==> src/design/pq_pkg.sv <==
// types, constants and codes shared by the priority queue files
package pq_pkg;

	localparam int QUEUE_DEPTH = 16;
	localparam int TAG_BITS    = 16;

	localparam int IDX_W   = $clog2(QUEUE_DEPTH);
	localparam int OCC_W   = $clog2(QUEUE_DEPTH + 1);
	localparam int CMD_W   = 3;
	localparam int PRIO_W  = 8;
	localparam int JTAG_W  = 16;
	localparam int PLOAD_W = 32;
	localparam int STAT_W  = 2;
	localparam int COUNT_W = 5;

	typedef enum logic [CMD_W-1:0] {
		CMD_PUSH   = 3'd0,
		CMD_POP    = 3'd1,
		CMD_PEEK   = 3'd2,
		CMD_REMOVE = 3'd3,
		CMD_CLEAR  = 3'd4
	} cmd_t;

	typedef enum logic [STAT_W-1:0] {
		STAT_OK    = 2'd0,
		STAT_EMPTY = 2'd1,
		STAT_FULL  = 2'd2
	} status_t;

	typedef enum logic [2:0] {
		ST_IDLE,
		ST_PUSH,
		ST_PLACE,
		ST_SEARCH,
		ST_SHIFT,
		ST_DONE
	} state_t;

	typedef struct packed {
		logic [PRIO_W-1:0]   prio;
		logic [TAG_BITS-1:0] tag;
		logic [PLOAD_W-1:0]  payload;
	} entry_t;

	typedef struct packed {
		logic       we;
		logic [IDX_W-1:0] addr;
		entry_t     data;
	} mem_wr_t;

	typedef struct packed {
		logic [CMD_W-1:0] command;
		entry_t           entry;
	} req_t;

	typedef struct packed {
		status_t            status;
		entry_t             entry;
		logic [COUNT_W-1:0] count;
	} res_t;

endpackage

==> src/design/pq_mem.sv <==
// entry store with one write port and one registered read port
module pq_mem import pq_pkg::*; (
	input  logic             clk,
	input  mem_wr_t          wr,
	input  logic [IDX_W-1:0] raddr,
	output entry_t           rdata
);

	entry_t mem_q [QUEUE_DEPTH];
	entry_t rdata_q;

	always_ff @(posedge clk) begin
		if (wr.we) begin
			mem_q[wr.addr] <= wr.data;
		end
		rdata_q <= mem_q[raddr];
	end

	assign rdata = rdata_q;

endmodule

==> config.mk <==
export PLATFORM = sky130hd
export DESIGN_NAME = pq_mem
export DESIGN_NICKNAME = d
export VERILOG_FILES = /design/src/design/pq_pkg.sv /design/src/design/pq_mem.sv
export SDC_FILE = /design/constraint.sdc
export NUM_CORES = 1
export LEC_CHECK = 0
export BUFFER_PORTS_ARGS = -buffer_cell sky130_fd_sc_hd__buf_4
export CAP_MARGIN = 25
export CORE_MARGIN = 4
export CORE_UTILIZATION = 55
export CTS_BUF_LIST = sky130_fd_sc_hd__clkbuf_8
export DETAILED_ROUTE_END_ITERATION = 12
export PLACE_DENSITY = 0.77
export SLEW_MARGIN = 15
export SYNTH_ARGS = -nofsm -noshare
export SYNTH_HDL_FRONTEND = slang
export SYNTH_SLANG_ARGS = --single-unit
==> constraint.sdc <==
create_clock -name clk -period 7.5 [get_ports clk]
set_clock_uncertainty 0.1 [all_clocks]
set_input_delay 0.375 -clock clk [delete_from_list [all_inputs] [get_ports clk]]
set_output_delay 0.375 -clock clk [all_outputs]
set_load 0.03 [all_outputs]
## After elaboration in Yosys (flattened, before gate mapping)

Memories as Yosys holds them, arrays and structs flattened. A register that Yosys moved wholly into a read port is not among the register bits.
Index checks and enable logic that the tools add are counted.

| word-level totals | value |
|---|---|
| register bits | 0 |
| bits in writable memories | 896 |
| bits of input ports | 66 |
| output and inout bits | 56 |
| memories kept | 1 |

| operators by class | value |
|---|---|
| multiplexer cells | 2 |

Memories:

| memory | depth | bits a word | read ports | clocked after memory_dff | write ports | RTL line | text |
|---|---|---|---|---|---|---|---|
| mem_q | 16 | 56 | 1 | 1 | 1 | pq_mem.sv:9 | `entry_t mem_q [QUEUE_DEPTH];` |

Operators with widths:

| operator | number |
|---|---|
| $mux W1 | 2 |

## Longest topological paths before layout

| depth | value |
|---|---|
| word-level depth | 2 |
| gate-level depth with buffers | 6 |
| mapped depth without buffers | 3 |

## Worst setup path after synthesis

Ideal clock, no wire load.

| timing path | value |
|---|---|
| path type | input to register |
| start | input port wr[58] (netlist name) |
| end | memory mem_q[0][0] (netlist name) (enable) |
| library setup time | 539 ps |
| arrival time | 4702 ps |
| required time | 6861 ps |
| slack | 2158 ps |
| stages | 2 |
| path buffers | 0 |
| path through | or3b_2 -> nor3_1 |

RTL lines:

| item | RTL line | text |
|---|---|---|
| start: declaration | pq_mem.sv:4 | `input mem_wr_t wr,` |
| end: declaration | pq_mem.sv:9 |  |

No word-level cell before the write port.

==> summary.md <==
| Metric | Value |
|---|---|
| Status | finished clean |
| Post-route antenna net violation count | 0 |
| Path depth of the worst reg2reg path | 3 |
| Max Slew Vio Count | 0 |
| Most frequent cells after synthesis | edfxtp_1 (896), mux4_2 (224), a22oi_1 (112), nand2_1 (57), dfxtp_1 (56) |
| Setup TNS | 0 ns |
| First-pass GRT wire length | roughly 110 mm |
| Multiplexer area fraction after synthesis | approximately 15% |
| Fraction of layout cells with a size suffix above 1 | a little under a third |
| Die W | 259.1 um |
| Clock buffers created by TritonCTS | ~150 |
| Period utilization | 30.37% |
| EDFF count, synth | 896 |
| GRT met3 Usage | under 10% |
| Wire length per cell | roughly 28 um |
| Total internal power | 8.288 mW |
| Area taken by multi-input logic gates | 6362 sq um |
| IO Port Bufs | 121 |
| Initial drt markers | 1664 |
| Largest net degree at the start of global routing | between 100 and 150 |
| Overflow after GRT | 0 |
| CP Cell Sequence | buf_8 > buf_12 > buf_16 > mux4_2 > a22oi_1 > nand2_1 |
| GRT Total Usage | a little under a quarter |
| Hold crit path type | input pin to flip-flop |
| Initial core utilization | 55.88% |
| Register area share after synthesis | 80.82% |
| Post-Syn Nets | 1511 |
| Worst hold stages | 3 |
| Top FF cell, synth | edfxtp_1 |
| Clock slew at reported path FFs | 0.06 ns |
| DR pass1 iterations | 5 |
| Asr flop ratio synth | 0% |
| Yosys top cell area share | 77.59% |
| Cell taking the most area after synthesis | edfxtp_1 |
| Minimum clock period | 2.278 ns |
| Mean Syn Cell Area | 24.00 sq um |
| Crit-path slowest cell | mux4_2 |
| Worst hold slack | 0.1139 ns |
| Critical path type | input pin to flip-flop |
| Critical Path Start Type | input pin |
| Synth Area in Adders | 0% |
| Area grow syn2layout | 15.38% |
| Post-synth cell types | 17 |
| Top-count cell post-synth | edfxtp_1 |
| Maximum VDD drop | 0.1796 mV |
| Total Wirelength | 74.24 mm |
| Die ar. | 67130 sq um |
| Largest family of logic cells by synthesized area | multiplexers |
| Root buf cell | clkbuf_8 |
| Final setup vio count | 0 |
| Hold Fails Final Rpt | 0 |
| Critical Path RT | 8.04 ns |
| Crit path arrival time | 2.82 ns |
| Layer with the highest usage | met2 |
| Switching share of power | 21.78% |
| Cell row count | 91 |
| Nets | 1796 |
| Met2 track demand over resource | approximately a third |
| Post-synthesis compound-gate area fraction | 2.425% |
| CP Max Fanout | 95 |
| R2R setup slack | 6.06 ns |
| Buffers and inverters on the worst path | 3 |
| Crit-path leading delay family | buffers and inverters |
| RSZ-0062 raised after global routing | no |
| Post-CTS setup buffer count | 0 |
| #FFs+latches synth | 952 |
| Mapped Area | about 35000 sq um |
| DRC violations left | 0 |
| Worst-Margin Slew | between 1 and 1.5 ns |
| Reg power frac | 56.6% |
| Leakage | 13.14 nW |
| Core area | about 62000 sq um |
| Area share of and/or/nand/nor cells after synthesis | 0.9886% |
| Die Ht | 259.1 um |
| Total number of vias | 16400 |
| Reg area | 28030 sq um |
| Cells after synthesis | 1445 |
| Post-DR vias/cell | ~6 |
| Max Cap Violations | 0 |
| Initial antenna violation count | 6 |
| Skew-Pair Late Insertion Delay | 0.78 ns |
| Comb power frac | under 10% |
| Synth top area cells | edfxtp_1 (78%), mux4_2 (15%), dfxtp_1 (3.2%) |
| CP endpoint kind | flip-flop |
| Slew Limit Headroom | 25.29% |
| Clk pwr share | 37.6% |
| Met1 usage | 31.98% |
| HP Start | wr[56] |
| Fillers | 3861 |
| Num ports | about 120 |
| Yosys warning total | 0 |
| CTS tree | done |
| Switch Pwr | 2.307 mW |
| RR Endpoint | rdata[34] |
| Achievable frequency | between 400 and 500 MHz |
| DP HPWL | 34.59 mm |
| Crit path largest cell delay | 0.60 ns |
| Reg-to-Reg Start | mem_q[10][34] |
| Power per cell area | 264.8 nW/um^2 |
| Hold Path Sink | mem_q[12][5] |
| H-Tree Depth | 4 |
| Gpl congestion | 0.7077 |
| Vias in the first global route | 17160 |
| Clock sinks | roughly 950 |
| Post-route insts no fill | 2690 |
| Xor and xnor fraction of the mapped netlist area | 0% |
| Longest Clk Path Bufs | 3 |
| Dpl cells | 2360 |
[sequential cells by signal, summed over array words and instances, names as in the netlist]
register / flops
mem_q: 896
rdata: 56
[metal layers]
layer	routed length [um]	vias up
met5	0	-
met4	1542	0
li1	-	6776
met3	7610	121
met1	29050	8606
met2	36040	897
[stage by stage]
step	area, sq um	total power [mW]	utilization [%]	worst slack [ns]
after global routing	40000	10.98	64.46	4.978
after global placement	36600	6.679	58.99	4.420
after CTS	39910	10.68	64.32	5.288
final	40010	10.60	64.48	5.222
after floorplan	34680	6.447	-	2.159
after detailed placement	36600	6.701	58.99	4.442
[placed cells by master, fill, tap and decap left out, drive strengths merged]
master	netlist	final
nand2b	2	2
or3b	1	1
bufinv	0	1
diode	0	6
buf	31	154
clkbuf	43	170
clkinv	0	33
dfxtp	56	56
inv	0	57
nor2	13	13
nand3	1	1
mux4	224	224
a22oi	112	112
nor3	4	4
nor2b	2	2
nand2	57	57
edfxtp	896	896
dlygate4sd3	0	56
clkinvlp	0	5
nand3b	2	2
and2	1	1
[worst reg2reg max path: cells and delay by family (launching register included)]
family           cells  cell delay [ns]
flip-flops           1             0.38
multiplexers         1             0.48
AND/OR/NAND/NOR      1             0.10
AO/OA/AOI/OAI        1             0.25
[repair_timing]
item,CTS,global route
hold buffers,56,0
setup endpoints to repair,0,0
hold endpoints to repair,896,0
gates resized for setup,0,0
[power groups by stage]
stage | Clock (mW) | Combinational, mW | Sequential [mW]
CTS | 4.06 | 0.623 | 6.00
global placement | 0 | 0.580 | 6.10
global route | 4.32 | 0.663 | 6.00
floorplan | 0 | 0.285 | 6.16
finish | 3.98 | 0.621 | 5.99
detailed placement | 0 | 0.595 | 6.11
[layout make-up]
| type | instances | share of cell area [%] |
|---|---|---|
| multi-input combinational | 419 | 15.90 |
| sequential | 952 | 70.05 |
| timing repair buffer | 211 | 4.525 |
| antenna | 6 | 0.03752 |
| tap | 837 | 2.617 |
| clock inverter | 96 | 1.060 |
| clock buffer | 169 | 5.813 |
[kinds of logic after synthesis]
family                 Yosys count
buffers and inverters           74
DFF                            952
muxes                          224
and+or+nand+nor                 83
AOI/OAI and AO/OA              112
[worst max-delay path by stage]
stage	startpoint	to	slack, ns	depth (start not counted)
global route	raddr[0]	rdata[50]	4.98	6
finish	raddr[0]	rdata[50]	5.22	6
global placement	raddr[0]	rdata[50]	4.42	5
CTS	raddr[0]	rdata[2]	5.29	5
floorplan	wr[58]	mem_q[0][0]	2.16	2
detailed placement	raddr[1]	rdata[43]	4.44	5
(Power assumes the default switching activity.)
