### src/design/pq_pkg.sv
// types, constants and codes shared by the priority queue files
package pq_pkg;

	localparam int QUEUE_DEPTH = 16;
	localparam int TAG_BITS    = 16;

	localparam int IDX_W   = $clog2(QUEUE_DEPTH);
	localparam int OCC_W   = $clog2(QUEUE_DEPTH + 1);
	localparam int CMD_W   = 3;
	localparam int PRIO_W  = 8;
	localparam int JTAG_W  = 16;
	localparam int PLOAD_W = 32;
	localparam int STAT_W  = 2;
	localparam int COUNT_W = 5;

	typedef enum logic [CMD_W-1:0] {
		CMD_PUSH   = 3'd0,
		CMD_POP    = 3'd1,
		CMD_PEEK   = 3'd2,
		CMD_REMOVE = 3'd3,
		CMD_CLEAR  = 3'd4
	} cmd_t;

	typedef enum logic [STAT_W-1:0] {
		STAT_OK    = 2'd0,
		STAT_EMPTY = 2'd1,
		STAT_FULL  = 2'd2
	} status_t;

	typedef enum logic [2:0] {
		ST_IDLE,
		ST_PUSH,
		ST_PLACE,
		ST_SEARCH,
		ST_SHIFT,
		ST_DONE
	} state_t;

	typedef struct packed {
		logic [PRIO_W-1:0]   prio;
		logic [TAG_BITS-1:0] tag;
		logic [PLOAD_W-1:0]  payload;
	} entry_t;

	typedef struct packed {
		logic       we;
		logic [IDX_W-1:0] addr;
		entry_t     data;
	} mem_wr_t;

	typedef struct packed {
		logic [CMD_W-1:0] command;
		entry_t           entry;
	} req_t;

	typedef struct packed {
		status_t            status;
		entry_t             entry;
		logic [COUNT_W-1:0] count;
	} res_t;

endpackage

### src/design/pq_seq.sv
// sequencer: scans, shifts and compares one entry per cycle
module pq_seq import pq_pkg::*; (
	input  logic             clk,
	input  logic             arst_n,
	input  logic             in_valid,
	output logic             in_ready,
	input  req_t             req,
	input  logic             res_free,
	output logic             res_valid,
	output res_t             res,
	output mem_wr_t          mem_wr,
	output logic [IDX_W-1:0] mem_raddr,
	input  entry_t           mem_rdata
);

	state_t           state_q, state_d;
	logic [OCC_W-1:0] occ_q;
	logic [IDX_W-1:0] idx_q;
	cmd_t             cmd_q;
	status_t          status_q;
	entry_t           new_q;
	entry_t           res_entry_q;

	logic acc;
	logic is_full;
	logic is_empty;
	logic lt;
	logic match;
	logic last;
	logic shift_last;
	logic idx_zero;

	assign in_ready   = (state_q == ST_IDLE);
	assign acc        = in_valid && in_ready;
	assign is_full    = (occ_q == OCC_W'(QUEUE_DEPTH));
	assign is_empty   = (occ_q == '0);
	assign lt         = (mem_rdata.prio < new_q.prio);
	assign match      = (cmd_q != CMD_REMOVE) || (mem_rdata.tag == new_q.tag);
	assign last       = ((OCC_W'(idx_q) + OCC_W'(1)) == occ_q);
	assign shift_last = ((OCC_W'(idx_q) + OCC_W'(2)) == occ_q);
	assign idx_zero   = (idx_q == '0);

	// next state
	always_comb begin
		state_d = state_q;
		case (state_q)
			ST_IDLE: begin
				if (acc) begin
					case (cmd_t'(req.command))
						CMD_PUSH: begin
							state_d = (is_full || is_empty) ? ST_DONE : ST_PUSH;
						end
						CMD_POP, CMD_PEEK, CMD_REMOVE: begin
							state_d = is_empty ? ST_DONE : ST_SEARCH;
						end
						default: begin
							state_d = ST_DONE;
						end
					endcase
				end
			end
			ST_PUSH: begin
				if (!lt) begin
					state_d = ST_DONE;
				end else if (idx_zero) begin
					state_d = ST_PLACE;
				end
			end
			ST_PLACE: begin
				state_d = ST_DONE;
			end
			ST_SEARCH: begin
				if (match) begin
					state_d = (cmd_q == CMD_PEEK || last) ? ST_DONE : ST_SHIFT;
				end else if (last) begin
					state_d = ST_DONE;
				end
			end
			ST_SHIFT: begin
				if (shift_last) begin
					state_d = ST_DONE;
				end
			end
			ST_DONE: begin
				if (res_free) begin
					state_d = ST_IDLE;
				end
			end
			default: begin
				state_d = ST_IDLE;
			end
		endcase
	end

	// memory control and result handoff
	always_comb begin
		mem_raddr      = idx_q;
		mem_wr.we      = 1'b0;
		mem_wr.addr    = idx_q;
		mem_wr.data    = mem_rdata;
		res_valid      = 1'b0;
		case (state_q)
			ST_IDLE: begin
				mem_raddr = (cmd_t'(req.command) == CMD_PUSH) ?
					IDX_W'(occ_q - OCC_W'(1)) : '0;
				if (acc && cmd_t'(req.command) == CMD_PUSH && is_empty) begin
					mem_wr.we   = 1'b1;
					mem_wr.addr = '0;
					mem_wr.data = req.entry;
				end
			end
			ST_PUSH: begin
				mem_raddr   = idx_q - IDX_W'(1);
				mem_wr.we   = 1'b1;
				mem_wr.addr = idx_q + IDX_W'(1);
				mem_wr.data = lt ? mem_rdata : new_q;
			end
			ST_PLACE: begin
				mem_wr.we   = 1'b1;
				mem_wr.addr = '0;
				mem_wr.data = new_q;
			end
			ST_SEARCH: begin
				mem_raddr = idx_q + IDX_W'(1);
			end
			ST_SHIFT: begin
				mem_raddr   = idx_q + IDX_W'(2);
				mem_wr.we   = 1'b1;
				mem_wr.addr = idx_q;
				mem_wr.data = mem_rdata;
			end
			ST_DONE: begin
				res_valid = res_free;
			end
			default: begin
				res_valid = 1'b0;
			end
		endcase
	end

	always_ff @(posedge clk or negedge arst_n) begin
		if (!arst_n) begin
			state_q  <= ST_IDLE;
			occ_q    <= '0;
			idx_q    <= '0;
			cmd_q    <= CMD_CLEAR;
			status_q <= STAT_OK;
		end else begin
			state_q <= state_d;
			case (state_q)
				ST_IDLE: begin
					if (acc) begin
						cmd_q    <= cmd_t'(req.command);
						status_q <= STAT_OK;
						idx_q    <= (cmd_t'(req.command) == CMD_PUSH) ?
							IDX_W'(occ_q - OCC_W'(1)) : '0;
						case (cmd_t'(req.command))
							CMD_PUSH: begin
								if (is_full) begin
									status_q <= STAT_FULL;
								end else if (is_empty) begin
									occ_q <= OCC_W'(1);
								end
							end
							CMD_POP, CMD_PEEK, CMD_REMOVE: begin
								if (is_empty) begin
									status_q <= STAT_EMPTY;
								end
							end
							CMD_CLEAR: begin
								occ_q <= '0;
							end
							default: begin
								occ_q <= occ_q;
							end
						endcase
					end
				end
				ST_PUSH: begin
					if (!lt) begin
						occ_q <= occ_q + OCC_W'(1);
					end else if (!idx_zero) begin
						idx_q <= idx_q - IDX_W'(1);
					end
				end
				ST_PLACE: begin
					occ_q <= occ_q + OCC_W'(1);
				end
				ST_SEARCH: begin
					if (match) begin
						if (cmd_q != CMD_PEEK && last) begin
							occ_q <= occ_q - OCC_W'(1);
						end
					end else if (last) begin
						status_q <= STAT_EMPTY;
					end else begin
						idx_q <= idx_q + IDX_W'(1);
					end
				end
				ST_SHIFT: begin
					if (shift_last) begin
						occ_q <= occ_q - OCC_W'(1);
					end else begin
						idx_q <= idx_q + IDX_W'(1);
					end
				end
				default: begin
					idx_q <= idx_q;
				end
			endcase
		end
	end

	// job fields and the returned entry
	always_ff @(posedge clk) begin
		if (acc) begin
			new_q       <= req.entry;
			res_entry_q <= '0;
		end else if (state_q == ST_SEARCH && match) begin
			res_entry_q <= mem_rdata;
		end
	end

	assign res.status = status_q;
	assign res.entry  = res_entry_q;
	assign res.count  = COUNT_W'(occ_q);

endmodule

### config.mk
export PLATFORM = sky130hd
export DESIGN_NAME = pq_seq
export DESIGN_NICKNAME = d
export VERILOG_FILES = /design/src/design/pq_pkg.sv /design/src/design/pq_seq.sv
export SDC_FILE = /design/constraint.sdc
export NUM_CORES = 1
export LEC_CHECK = 0
export BUFFER_PORTS_ARGS = -buffer_cell sky130_fd_sc_hd__buf_2
export CORE_MARGIN = 4
export CORE_UTILIZATION = 50
export CTS_CLUSTER_SIZE = 14
export DETAILED_ROUTE_END_ITERATION = 16
export PLACE_DENSITY_LB_ADDON = 0.3
export RECOVER_POWER = 50
export REMOVE_ABC_BUFFERS = 1
export SYNTH_ARGS = -nofsm -noshare
export SYNTH_HDL_FRONTEND = slang
export SYNTH_SLANG_ARGS = --single-unit
### constraint.sdc
create_clock -name clk -period 3.9 [get_ports clk]
set_clock_uncertainty 0.1 [all_clocks]
set_input_delay 0.195 -clock clk [delete_from_list [all_inputs] [get_ports clk]]
set_output_delay 0.195 -clock clk [all_outputs]
set_load 0.03 [all_outputs]
; After elaboration in Yosys (flattened, before gate mapping)
; Index checks and enable logic that the tools add are counted.
[totals]
ff_bits = 129
elab_cells = 114
[op_classes]
mux = 41
add_sub_neg = 7
eq_ne = 33
n_reduce_logical = 21
order_cmp = 1
[op_table]
columns = op, count
row1 = 61-bit case mux with 4 select lines, 1
row2 = 61-bit two-way mux, 1
row3 = 56-bit two-way mux, 1
row4 = 5-bit two-way mux, 7
row5 = 4-bit case mux with 4 select lines, 2
row6 = 4-bit two-way mux, 7
row7 = 3-bit two-way mux, 9
row8 = 5-bit case mux with 5 select lines, 1
row9 = 2-bit inequality test (second input constant), 11
row10 = 3-bit case mux with 6 select lines, 1
row11 = 16-bit == test, 1
row12 = 3-bit by 2-bit == test with 1-bit output (second input constant), 5
row13 = 3-bit inequality test (second input constant), 4
row14 = 5-bit == test, 2
row15 = 5-bit case mux with 2 select lines, 1
row16 = 3-bit == test (second input constant), 3
row17 = 9-bit AND reduction, 1
row18 = 8-bit < comparator, 1
row19 = 2-bit two-way mux, 4
row20 = 2-bit case mux with 2 select lines, 2
row21 = 7-bit AND reduction, 1
row22 = 3-bit by 1-bit == test with 1-bit output (second input constant), 2
row23 = 3-bit zero test, 2
row24 = 3-bit by 2-bit inequality test with 1-bit output (second input constant), 2
row25 = other kinds (23), 31

; Logic depth before layout (Yosys ltp)
[logic_depth]
depth_word = 6
mapped_depth = 11
depth_no_buf = 8

; Least setup slack after synthesis
; No wires, ideal clock.
[synth_timing]
path_kind = flip-flop to flip-flop
start = register state_q[0]
end = register new_q[0] (netlist bit) (enable)
path_stages_with_launch = 6
required_time_ps = 3358
path_slack_ps = 306
path_buffers = 2
arrival_ps = 3052
setup_time_ps = 442
period_less_slack_ps = 3594
path_cell_list = dfrtp_1 buf_4 nor3_2 nand2_1 inv_2 clkbuf_1
[synth_between]
elab_chain_cells = 2
[synth_lines]
columns = item, line_no
row1 = from (decl), pq_seq.sv:16  ; state_t state_q, state_d;
row2 = from (signal assigned), pq_seq.sv:149  ; state_q <= state_d;
row3 = 3-bit zero test, pq_seq.sv:33  ; assign in_ready = (state_q == ST_IDLE);
row4 = via in_ready, pq_seq.sv:6  ; output logic in_ready,
row5 = 1-bit logical AND, pq_seq.sv:34  ; assign acc = in_valid && in_ready;
row6 = to (signal assigned), pq_seq.sv:217  ; new_q <= req.entry;
row7 = to (decl), pq_seq.sv:21  ; entry_t new_q;
; The timed path passes the listed nets, and every way through them passes these cells.
; A chain may end at the register's enable or synchronous reset.

==> parameters.txt <==
Parameter                              Value

Cells and area
  ANT cells ... 0
  Most frequent cells in the layout ... sky130_fd_sc_hd__buf_2 (138), sky130_fd_sc_hd__dlygate4sd3_1 (113), sky130_fd_sc_hd__clkbuf_1 (112), sky130_fd_sc_hd__nand3_1 (102), sky130_fd_sc_hd__nand2_1 (82)
  Synthesis-to-finish area growth ... 38.7%
  Number of non-filler instances in the completed layout ... 1323
  Area occupied by multi-input gates ... 3700 µm²
  Final core utilization ... 71.9%
  Area used by sequential logic in the layout ... 3230 µm²
  Count of nets after finishing ... 1264
  Most common cell after layout, fill and taps aside ... sky130_fd_sc_hd__buf_2
  Final-layout fill cell count ... 1043
  Fraction of layout instances using a drive strength above 1 ... 17.8%
  Final instance area ... 10100 µm²

Global routing
  Met1 track utilization from global routing ... 38.3%
  Global-route track usage on met2 ... 53.8%
  All-Layer GR Usage ... 32.1%
  Pin count of the biggest net entering global routing ... 82
  Routing layer with the top usage in global route ... met2
  Met3 usage in global routing ... 8.01%
  Initial antenna violation count ... 0
  First-pass GRT wire length ... 42200 µm
  Remaining global-route overflow ... 0
  Vias in the first global route ... 8031

Power
  Net Sw Power ... 3.48 mW
  Relative contribution of the clock network to total power ... 21.9%
  Internal Dissipation ... 3.91 mW
  Leak ... 4.43 nW
  Reg power frac ... 28.1%
  Power share of the combinational group ... 50.1%
  Max VDD drop ... 0.385 mV
  Power density normalized to cell area ... 729 nW/µm²
  Net switching fraction of the power ... 47.1%

Min path
  Hold WC Path Type ... primary input to register

Timing
  Final clock period utilization by the worst path ... 90.0%
  Final setup violation count ... 0
  Max Freq ... 285 MHz
  Setup TNS after final layout ... 0 ps
  Worst setup slack after layout ... 391 ps
  Shortest period the worst path allows ... 3510 ps
  Number of pins with negative max-slew slack in the final report ... 0
  Worst slew slack as a fraction of its limit ... 26.8%
  Worst Tran Pin Value ... 1090 ps
  Number of endpoints with negative hold slack in the final report ... 0
  Unrepaired setup endpoints after global routing ... false

Logic synthesis
  Count of mapped cells out of synthesis ... 801
  Largest area contributor in the netlist ... sky130_fd_sc_hd__edfxtp_1
  Leading register cell type out of synthesis ... sky130_fd_sc_hd__edfxtp_1
  Post-synth design cell area ... 7310 µm²
  Synthesized area divided by synthesized cell count ... 9.12 µm²
  Count of state elements after synthesis ... 129
  Sequential share of the synthesized area ... 44.2%
  Share of flip-flops with an asynchronous set or reset ... 13.2%
  Distinct cell type count of the synthesized netlist ... 72
  Post-synth EDFFs ... 56
  Synth top area cells ... sky130_fd_sc_hd__edfxtp_1 (23%), sky130_fd_sc_hd__dfxtp_1 (15%), sky130_fd_sc_hd__mux2i_1 (8.1%)
  Warnings from Yosys ... 0
  Share of the synthesized area in the top cell type ... 23.0%

Floorplan
  Number of rows in the core area ... 43
  Initial Utilization ... 51.8%
  Core region area ... 14100 µm²
  Die X-Extent ... 129 µm
  Die outline height ... 129 µm
  Die Area ... 16600 µm²
  IO Pins ... 249

Placed design
  Cell area after placement ... 8540 µm²
  Number of port buffers ... 248
  Final weighted congestion of routability-driven global placement ... 0.896
  Number of cells after detailed placement ... 1177
  Post-Place Worst Slack ... 760 ps
  Total half-perimeter wirelength after legalization and detailed placement ... 16100 µm

CTS
  Post_cts resized ... 0
  TritonCTS clock tree ... built
  Worst-case clock buffer depth ... 2
  Number of sinks handled by clock tree synthesis ... 129
  # H-tree levels ... 4
  Post CTS Setup Buffer Count ... 0
  Clock root buffer ... sky130_fd_sc_hd__clkbuf_16
  Worst-path clk slew ... 60 ps
  Worst-skew pair later-pin latency ... 420 ps
  Inserted Clock Buffers ... 17

Run
  Max Cap Viol ... 0

Run status
  Result of the run ... complete, no violations

Route
  Total vias in the final route ... 8004
  Number of routed nets with antenna violations ... 0
  Iteration count of the initial detailed-routing pass ... 6
  Final routed wirelength across all metal layers ... 27200 µm
  DR iter-0 viols ... 871
  Vias per inst ... 6.05
  Number of remaining DRC errors ... 0
  WL/cell ... 20.5 µm

Setup path
  Required time reported for the critical path endpoint ... 3610 ps
  Worst setup path category ... primary input to output pin
  Type of element launching the critical path ... primary input
  Data arrival time at the worst-slack endpoint ... 3210 ps
  Crit path max fanout ... 55
  Type of destination of the critical path ... output pin
[logic make-up (layout without fill, tap and decap cells)]
group / Yosys count / after routing / share of synthesized area (%)
flip-flops: 129 / 129 / 44.2
AO/OA/AOI/OAI: 178 / 179 / 15.5
adder cells (fa/ha/maj): 15 / 15 / 2.57
XOR/XNOR: 31 / 31 / 3.72
AND/OR/NAND/NOR: 301 / 301 / 19.2
buffers and inverters: 81 / 422 / 5.53
multiplexers: 66 / 66 / 9.32
[Yosys cell counts, types with 5 or more instances]
| cell | n |
|---|---|
| sky130_fd_sc_hd__a31oi_1 | 5 |
| sky130_fd_sc_hd__buf_4 | 6 |
| sky130_fd_sc_hd__buf_6 | 7 |
| sky130_fd_sc_hd__xnor2_1 | 11 |
| sky130_fd_sc_hd__inv_1 | 18 |
| sky130_fd_sc_hd__nor2_1 | 70 |
| sky130_fd_sc_hd__o21ai_0 | 64 |
| sky130_fd_sc_hd__dfrtp_1 | 16 |
| sky130_fd_sc_hd__o211ai_1 | 14 |
| sky130_fd_sc_hd__nand2b_1 | 5 |
| sky130_fd_sc_hd__buf_2 | 19 |
| sky130_fd_sc_hd__xor2_1 | 20 |
| sky130_fd_sc_hd__dfxtp_1 | 56 |
| sky130_fd_sc_hd__a21oi_1 | 21 |
| sky130_fd_sc_hd__nand3_1 | 102 |
| sky130_fd_sc_hd__and3_1 | 6 |
| sky130_fd_sc_hd__nand2_1 | 82 |
| sky130_fd_sc_hd__nor3_1 | 9 |
| sky130_fd_sc_hd__edfxtp_1 | 56 |
| sky130_fd_sc_hd__clkbuf_1 | 25 |
| sky130_fd_sc_hd__o31ai_1 | 5 |
| sky130_fd_sc_hd__mux2i_1 | 59 |
| sky130_fd_sc_hd__o21ai_1 | 21 |
| sky130_fd_sc_hd__ha_1 | 15 |
[metal layers]
layer	part of all wire (%)	up-vias
met5	0	-
met1	36	3757
met4	4.7	0
li1	-	3553
met2	49	572
met3	9.7	122
[worst paths after layout]
path,startpoint,slack (ps),endpoint,cells past startpoint
max,mem_rdata[49],390,mem_wr[18],9
min,mem_rdata[51],10,res[56],3
max reg2reg,state_q[0],670,cmd_q[1],6
min reg2reg,res[20],390,res[20],2
max in group asynchronous,arst_n,2630,state_q[2],2
min in group asynchronous,arst_n,370,idx_q[0],2
[area by class of cell]
type	instances	area share, %
sequential	129	31.9
clock inverter	11	1.25
tap	180	2.22
clock buffer	21	4.65
timing repair buffer	371	22.8
inverter	19	0.716
multi-input combinational	592	36.5
[through the flow]
| stage | power (mW) | hold slack (ps) |
|---|---|---|
| after floorplan | 4.50 | -201 |
| after global placement | 5.60 | 52.4 |
| after detailed placement | 5.64 | 59.9 |
| after CTS | 7.36 | 1.91 |
| after global routing | 7.75 | 13.1 |
| final | 7.39 | 12.3 |
[power by group through the flow]
| stage | logic [mW] | registers (mW) | clock network [mW] |
|---|---|---|---|
| finish | 3.70 | 2.07 | 1.62 |
| floorplan | 2.00 | 2.50 | 0 |
| CTS | 3.68 | 2.05 | 1.63 |
| global route | 3.94 | 2.12 | 1.70 |
| global placement | 3.54 | 2.06 | 0 |
| detailed placement | 3.57 | 2.07 | 0 |
[critical path, stage by stage]
cell and delay [ps]:
sky130_fd_sc_hd__dlygate4sd3_1 540, sky130_fd_sc_hd__buf_2 140, sky130_fd_sc_hd__ha_1 280, sky130_fd_sc_hd__a2111o_1 450
sky130_fd_sc_hd__a21oi_4 350, sky130_fd_sc_hd__o21a_4 610, sky130_fd_sc_hd__o21ai_0 220, sky130_fd_sc_hd__nand3_1 160
sky130_fd_sc_hd__buf_2 230
[what timing repair did]
item                       in CTS  in global routing
hold buffers                  113                  0
setup endpoints to repair       0                  7
hold endpoints to repair      129                  0
[state kept, by name, summed over array words and instances (netlist names)]
signal / count
idx_q: 4
res: 56
occ_q: 5
cmd_q: 3
state_q: 3
new_q: 56
status_q: 2
No activity file was read; power rests on OpenSTA's default activity.
